`src/hw/rtl/e2q_pkg.sv`:
```
// ----------------------------------------------------------------------------
// e2q_pkg
// Shared constants, types and the CORDIC angle table for euler_to_quaternion.
// ----------------------------------------------------------------------------
`default_nettype none

package e2q_pkg;

    localparam int ANGLE_FRAC_BITS = 7;
    localparam int OUT_FRAC_BITS   = 15;
    localparam int CORDIC_STAGES   = 16;

    localparam int IN_W    = 17;
    localparam int OUT_W   = 16;
    localparam int QF      = 30;
    localparam int CW      = 34;
    localparam int PW      = 32;
    localparam int STAGE_W = $clog2(CORDIC_STAGES);

    localparam longint PI_Q30       = 64'd3373259426;
    localparam longint INV_GAIN_Q30 = 64'd652032874;
    localparam longint HALF_PI_Q30  = (PI_Q30 + 1) / 2;

    localparam int QUARTER = 180 << ANGLE_FRAC_BITS;
    localparam int PERIOD  = 4 * QUARTER;
    localparam int DENOM   = 360 << ANGLE_FRAC_BITS;
    localparam int RW      = $clog2(PERIOD) + 2;
    localparam int MAG_W   = $clog2(QUARTER + 1);

    localparam longint QUOT      = PI_Q30 / DENOM;
    localparam longint REM       = PI_Q30 % DENOM;
    localparam int     DEN_SHIFT = ANGLE_FRAC_BITS + 3;
    localparam int     RECIP_SH  = 32;
    localparam longint RECIP     = ((64'd1 << RECIP_SH) + 44) / 45;

    localparam int LATENCY = 3 + CORDIC_STAGES + 3;

    localparam logic signed [CW-1:0] ATAN [32] = '{
        34'sd843314856, 34'sd497837829, 34'sd263043836, 34'sd133525158,
        34'sd67021686,  34'sd33543515,  34'sd16775850,  34'sd8388437,
        34'sd4194282,   34'sd2097149,   34'sd1048575,   34'sd524287,
        34'sd262143,    34'sd131071,    34'sd65535,     34'sd32767,
        34'sd16383,     34'sd8191,      34'sd4095,      34'sd2047,
        34'sd1023,      34'sd511,       34'sd255,       34'sd127,
        34'sd63,        34'sd31,        34'sd15,        34'sd7,
        34'sd3,         34'sd1,         34'sd0,         34'sd0
    };

    typedef struct packed {
        logic                 valid;
        logic                 flip;
        logic signed [CW-1:0] x;
        logic signed [CW-1:0] y;
        logic signed [CW-1:0] z;
    } cell_t;

endpackage

`default_nettype wire

```
`src/hw/rtl/e2q_cordic_cell.sv`:
```
// ----------------------------------------------------------------------------
// e2q_cordic_cell
// One rotation-mode CORDIC micro-rotation, registered toward the next cell.
// ----------------------------------------------------------------------------
`default_nettype none

module e2q_cordic_cell
    import e2q_pkg::*;
(
    input  wire logic                 clk,
    input  wire logic                 rst_n,
    input  wire logic [STAGE_W-1:0]   stage,
    input  wire logic signed [CW-1:0] atan,
    input  wire cell_t                in_cell,
    output cell_t                     out_cell
);

    logic signed [CW-1:0] dx;
    logic signed [CW-1:0] dy;
    cell_t                cell_next;
    cell_t                cell_reg;

    assign dx = in_cell.y >>> stage;
    assign dy = in_cell.x >>> stage;

    always_comb
    begin
        cell_next.valid = in_cell.valid;
        cell_next.flip  = in_cell.flip;
        if (in_cell.z >= 0)
        begin
            cell_next.x = in_cell.x - dx;
            cell_next.y = in_cell.y + dy;
            cell_next.z = in_cell.z - atan;
        end
        else
        begin
            cell_next.x = in_cell.x + dx;
            cell_next.y = in_cell.y - dy;
            cell_next.z = in_cell.z + atan;
        end
    end

    always_ff @(posedge clk or negedge rst_n)
    begin
        if (!rst_n)
        begin
            cell_reg.valid <= 1'b0;
        end
        else
        begin
            cell_reg <= cell_next;
        end
    end

    assign out_cell = cell_reg;

endmodule

`default_nettype wire

```
`config.mk`:
```
export PLATFORM = sky130hd
export DESIGN_NAME = e2q_cordic_cell
export DESIGN_NICKNAME = d
export VERILOG_FILES = /design/src/hw/rtl/e2q_pkg.sv /design/src/hw/rtl/e2q_cordic_cell.sv
export SDC_FILE = /design/constraint.sdc
export NUM_CORES = 1
export LEC_CHECK = 0
export ABC_AREA = 1
export BUFFER_PORTS_ARGS = -buffer_cell sky130_fd_sc_hd__buf_2
export CAP_MARGIN = 25
export CORE_ASPECT_RATIO = 0.7
export CORE_UTILIZATION = 35
export DETAILED_ROUTE_END_ITERATION = 10
export SLEW_MARGIN = 10
export SYNTH_ARGS = -nofsm -noshare
export SYNTH_HDL_FRONTEND = slang
export SYNTH_SLANG_ARGS = --single-unit
```
`constraint.sdc`:
```
create_clock -name clk -period 0.8 [get_ports clk]
set_input_delay 0.08 -clock clk [delete_from_list [all_inputs] [get_ports clk]]
set_output_delay 0.08 -clock clk [all_outputs]
set_load 0.02 [all_outputs]
```
==> impl_metrics.ini, run 1 <==
[power]
p_comb_frac = 0.685
p_per_area_nw_per_um2 = 1620
swShare = 0.440
clkPwrFrac = 0.115
p_int_mw = 24.0
peakVddDrop_v = 0.00136
switchingPower_mw = 18.9
p_leak_nw = 12.5
seq_power_share = 0.199

[placement]
port_buffers = 247
dp_cells = 3651
finalWeightedCongestion = 0.980
dp_hpwl_um = 51900
post-place-ws_ns = -3.23

[finish]
finalNonFillerCells = 3761
multi_input_area_sq_um = 14000
largest_register_ff_count = 104
final_layout_size_suffix_gt1_frac = 0.550
final.fill_count = 3545
final-seq-area_sq_um = 3120
final_cell_mix = 704 x buf_4, 425 x nand2_1, 238 x buf_2, 228 x nand3_1, 181 x nand2_2
final_common_cell = buf_4
nets = 3460
area_growth_pct = 81.8

[logic_synthesis]
ys_warn_count = 0
synthFlopType = edfxtp_1
synth_edf_count = 103
synth.avg_cell_area_sq_um = 6.44
yosysTopAreaCellShare = 0.212
syn_area_sq_um = 14600
async_flop_share = 0.00962
syn_nets = 2511
synth.distinct_cells = 43
synth_seq_cells = 104
postSynthCellCount = 2262
yosys-top-cells-area = edfxtp_1 21%, nand2_1 16%, nand3_1 13%
yosysTopAreaCell = edfxtp_1
seq_area_frac_synth = 0.214

[timing]
rsz0062_at_grt = true
drv_slew = 0
slew_headroom = 0.728
fin_crit_sh = 4.12
final-hold-violation-count = 0
finalCriticalPeriod_ns = 3.30
fin_ws_ns = -2.50
finalSetupViolations = 205
tightest_slew_ns = 0.406
fmax_ghz = 0.303

[cts]
cts-root-buf = clkbuf_16
cts_tree = built
clock_sinks = 104
htree_levels = 3
cts_buffers = 9
cts_buffer_depth = 2
clk_pin_slew_ns = 0.09

[route]
vias = 19800
drc = 0
drt-total-wl_um = 67400
antenna_left = 0
drt-initial-drc-count = 1711
avgViaCountPerCell = 5.26
wire_per_inst_um = 17.9
dr.pass1.iters = 6

[floorplan]
die_w_um = 246
design.die.area_sq_um = 42400
io_pins = 248
initial_core_util = 0.355
placementRows = 62
fp.dieH_um = 173
core_area_sq_um = 41000

[global_route]
antenna_found_initial = 2
grt_usage = 0.303
grt_pass1_wl_um = 101000
grt_max_degree = 51
grt_pass1_vias = 18600
grt_overflow_total = 0

[critical_path]
critPathKind = in -> reg
arrival_ns = 3.46
crit_start = stage[0]
critical_path_required_ns = 0.96
cp-end-kind = register
crit_path_start_kind = primary input
worstPathMaxFanout = 12

[run_status]
violations = negative setup slack
status = finished, violations left

[min_path]
hp-start = atan[33]
hold_depth = 3
min_path_type = in -> reg

[job]
maxCapViolations = 0
[cells in the mapped netlist, types with 8 or more instances]
| master | number |
|---|---|
| o21bai_1 | 17 |
| buf_1 | 13 |
| inv_1 | 186 |
| nor2_2 | 13 |
| a31oi_1 | 15 |
| nor4_1 | 11 |
| xor2_1 | 104 |
| o21ai_0 | 82 |
| a21oi_1 | 123 |
| a221oi_1 | 8 |
| buf_2 | 28 |
| nand3_2 | 13 |
| clkbuf_1 | 17 |
| nand4_1 | 21 |
| ha_1 | 102 |
| nand3_1 | 387 |
| nand2_1 | 616 |
| xnor2_1 | 68 |
| o21ai_2 | 13 |
| nand2_2 | 20 |
| a21o_1 | 19 |
| nor3_1 | 19 |
| nor2_1 | 205 |
| edfxtp_1 | 103 |
[layout make-up]
| type | count | share of cell area |
|---|---|---|
| clock buffer | 10 | 0.00865 |
| tap | 544 | 0.0257 |
| multi-input combinational | 1898 | 0.529 |
| inverter | 191 | 0.0288 |
| timing repair buffer | 1007 | 0.287 |
| sequential | 104 | 0.118 |
| antenna | 1 | 0.0000945 |
| clock inverter | 6 | 0.00260 |
[power by group through the flow]
stage                     sequential, mW  combinational [mW]  clock (mW)
after floorplan                     10.4                11.4           0
after global placement              8.63                24.4           0
after detailed placement            8.64                24.6           0
after CTS                           8.54                27.0        5.01
after global routing                8.68                31.5        5.18
final                               8.55                29.4        4.95
[worst max-delay path: stages]
cell      delay [ns]
buf_16          0.14
inv_16          0.07
buf_8           0.15
nand2_2         0.07
nand3_2         0.08
nand3_2         0.11
nand3_1         0.10
nand2_2         0.13
ha_4            0.16
nand3_4         0.08
nor2_4          0.21
nand3_4         0.16
o21ai_4         0.17
buf_4           0.13
xnor2_1         0.12
ha_2            0.36
a21oi_2         0.20
o21ai_1         0.12
inv_1           0.15
o21bai_4        0.07
a21oi_1         0.15
nand2_1         0.11
a31oi_4         0.17
inv_1           0.05
nand3_1         0.06
nand2_1         0.05
[per-layer routing]
layer,track usage,up-vias,share of wire
met3,0.0615,78,0.080
met1,0.444,9311,0.47
met4,0.0748,2,0.019
li1,-,9570,-
met2,0.448,812,0.43
met5,0,-,0.00015
[per-stage QoR]
stage | area (sq um) | TNS (ns) | hold WS, ns | total power, mW | utilization
floorplan | 15600 | -176.64 | -0.216 | 21.8 | -
global placement | 22300 | -235.38 | 0.126 | 33.0 | 0.544
detailed placement | 22300 | -240.48 | 0.136 | 33.3 | 0.544
CTS | 24800 | -199.00 | 0.0618 | 40.5 | 0.603
global route | 26500 | -226.18 | 0.0871 | 45.3 | 0.645
finish | 26500 | -209.46 | 0.0743 | 42.9 | 0.645
[final timing paths]
| check | end | slack, ns |
|---|---|---|
| worst max-delay path | out_cell[101] | -2.50 |
| worst min-delay path | out_cell[33] | 0.07 |
| max in group asynchronous | out_cell[103] | 0.11 |
| min in group asynchronous | out_cell[103] | 0.48 |
[logic make-up after synthesis]
logic type               share of synthesized area
AO/OA/AOI/OAI                                0.121
XOR/XNOR                                     0.103
AND/OR/NAND/NOR                              0.396
buffers and inverters                       0.0738
flip-flops                                   0.214
adder cells (fa/ha/maj)                     0.0918
[repair_timing]
| item | CTS | global route |
|---|---|---|
| gates cloned | 7 | 3 |
| endpoints found under the setup margin | 205 | 205 |
| setup buffers | 44 | 36 |
| pin swaps | 136 | 154 |
| hold buffers | 3 | 0 |
| hold endpoints to repair | 3 | 0 |
| gates resized for setup | 378 | 314 |
Note: power is estimated with default switching activity, not from simulation.
==> inputs of run 2 (changes only) <==
--- a/config.mk
+++ b/config.mk
@@ -8,7 +8,6 @@
 export ABC_AREA = 1
 export BUFFER_PORTS_ARGS = -buffer_cell sky130_fd_sc_hd__buf_2
 export CAP_MARGIN = 25
-export CORE_ASPECT_RATIO = 0.7
 export CORE_UTILIZATION = 35
 export DETAILED_ROUTE_END_ITERATION = 10
 export SLEW_MARGIN = 10
==> run 2 against run 1 <==
Against the previous run: die area barely moved; sequential cell count did not move; core utilization rose by 2.1 points; count of clock-buffer cells in the layout fell by 1; critical path type unchanged; maximum frequency rose by 2.9%; final cell count fell by 0.16%; first-iteration DRC count fell by 27%; worst hold slack improved by 0.0019 ns; non-clock buffer count rose by 5; sequential share of layout area fell by 0.33 points; the flow still finishes with violations (negative setup slack); critical endpoint is now out_cell[63].
==> impl_metrics.ini, run 2 (synthesized netlist as in run 1, its figures left out) <==
[global_route]
grt_pass1_wl_um = 96800
grt_overflow_total = 0
grt_usage = 0.291
grt_max_degree = 47
antenna_found_initial = 1
grt_pass1_vias = 19100

[floorplan]
die_w_um = 206
initial_core_util = 0.356
design.die.area_sq_um = 42400
fp.dieH_um = 206
io_pins = 248
placementRows = 74
core_area_sq_um = 40900

[critical_path]
critPathKind = in -> reg
crit_path_start_kind = primary input
critical_path_required_ns = 0.95
arrival_ns = 3.35
worstPathMaxFanout = 8
cp-end-kind = register

[finish]
finalNonFillerCells = 3755
final_common_cell = buf_4
utilization = 0.666
area_growth_pct = 87.1
final_layout_size_suffix_gt1_frac = 0.570
nets = 3466
largest_register_ff_count = 104
final_cell_area_sq_um = 27200
final_cell_mix = 688 x buf_4, 411 x nand2_1, 239 x buf_2, 199 x nand3_1, 179 x nand2_2

[timing]
finalSetupViolations = 205
slew_headroom = 0.716
fin_ws_ns = -2.40
finalCriticalPeriod_ns = 3.20
fin_crit_sh = 4.00
tightest_slew_ns = 0.422
tns_ns = -206.02
fmax_ghz = 0.312
drv_slew = 0
whs_ns = 0.0762
final-hold-violation-count = 0
rsz0062_at_grt = true

[placement]
placedInstanceArea_sq_um = 22100
port_buffers = 247
post-place-ws_ns = -3.09
dp_hpwl_um = 48600
dp_cells = 3608
finalWeightedCongestion = 0.971

[cts]
cts_buffers = 9
cts_buffer_depth = 2
cts-root-buf = clkbuf_16
htree_levels = 3
cts_tree = built
clk_pin_slew_ns = 0.07
clock_sinks = 104

[power]
finalPower_mw = 43.4
p_leak_nw = 12.8
p_per_area_nw_per_um2 = 1590
peakVddDrop_v = 0.00110

[route]
drc = 0
antenna_left = 0
wire_per_inst_um = 17.3
avgViaCountPerCell = 5.23
drt-total-wl_um = 65000
drt-initial-drc-count = 1247
vias = 19700
dr.pass1.iters = 5

[run_status]
violations = negative setup slack
status = finished, violations left

[job]
maxCapViolations = 0

[min_path]
min_path_type = in -> reg
[run 2: cell types whose count changed in the layout (fill, tap and decap cells not counted), sizes merged]
cell	change
clkinvlp	-1
bufbuf	-1
clkinv	-1
clkbuf	-5
bufinv	+1
buf	+10
inv	+3
[run 2: final cells by class]
class,instances,area [sq um]
fill,3388,13700
timing repair inverter,1,11.3
timing repair buffer,1012,7790
clock buffer,9,225
clock inverter,7,101
multi-input combinational,1898,14600
sequential,104,3120
inverter,191,767
antenna,1,2.50
tap,532,666
[run 2: routing by layer]
| metal | vias up | track usage | wire, um | part of all wire |
|---|---|---|---|---|
| met5 | - | 0 | 11 | 0.00017 |
| met4 | 2 | 0.112 | 2630 | 0.040 |
| met3 | 167 | 0.0429 | 3460 | 0.053 |
| met2 | 676 | 0.492 | 31000 | 0.48 |
| met1 | 9225 | 0.371 | 27900 | 0.43 |
| li1 | 9587 | - | - | - |
[run 2: repair_timing]
| action | 4_1_cts | 5_1_grt |
|---|---|---|
| buffers inserted | 79 | 39 |
| hold endpoints to repair | 3 | 0 |
| gates cloned | 14 | 0 |
| pin swaps | 207 | 172 |
| setup endpoints to repair | 205 | 205 |
| hold buffers | 3 | 0 |
| resized for setup | 464 | 365 |
[run 2: report_power, final]
group / leakage, nW / switching [mW] / internal (mW)
clock: 0.158 / 2.29 / 2.77
sequential: 1.02 / 0.376 / 8.04
combinational: 11.6 / 16.1 / 13.9
[run 2: worst max-delay path, cell delays in order]
cell and delay [ns]:
buf_16 0.14, inv_16 0.07, buf_12 0.15, nand2_4 0.07, nand3_2 0.12, nand3_2 0.12, nand3_2 0.13, nand2_4 0.13
nand2_2 0.08, nor2_4 0.14, nand2_2 0.10, nor2_4 0.24, nand2_4 0.10, nand2_2 0.11, xnor2_2 0.07, ha_1 0.35
buf_6 0.15, nand2_8 0.08, buf_6 0.10, nor2_4 0.03, inv_2 0.07, buf_4 0.11, buf_6 0.09, o21ai_2 0.05
nand2_1 0.06, nand4_1 0.16, xor2_1 0.21
[run 2: path summary, 6_finish.rpt]
check	start	endpoint	slack [ns]	depth (start not counted)
min in group asynchronous	rst_n	out_cell[103]	0.34	3
min	in_cell[34]	out_cell[34]	0.08	2
max in group asynchronous	rst_n	out_cell[103]	0.35	3
max	stage[0]	out_cell[63]	-2.40	27
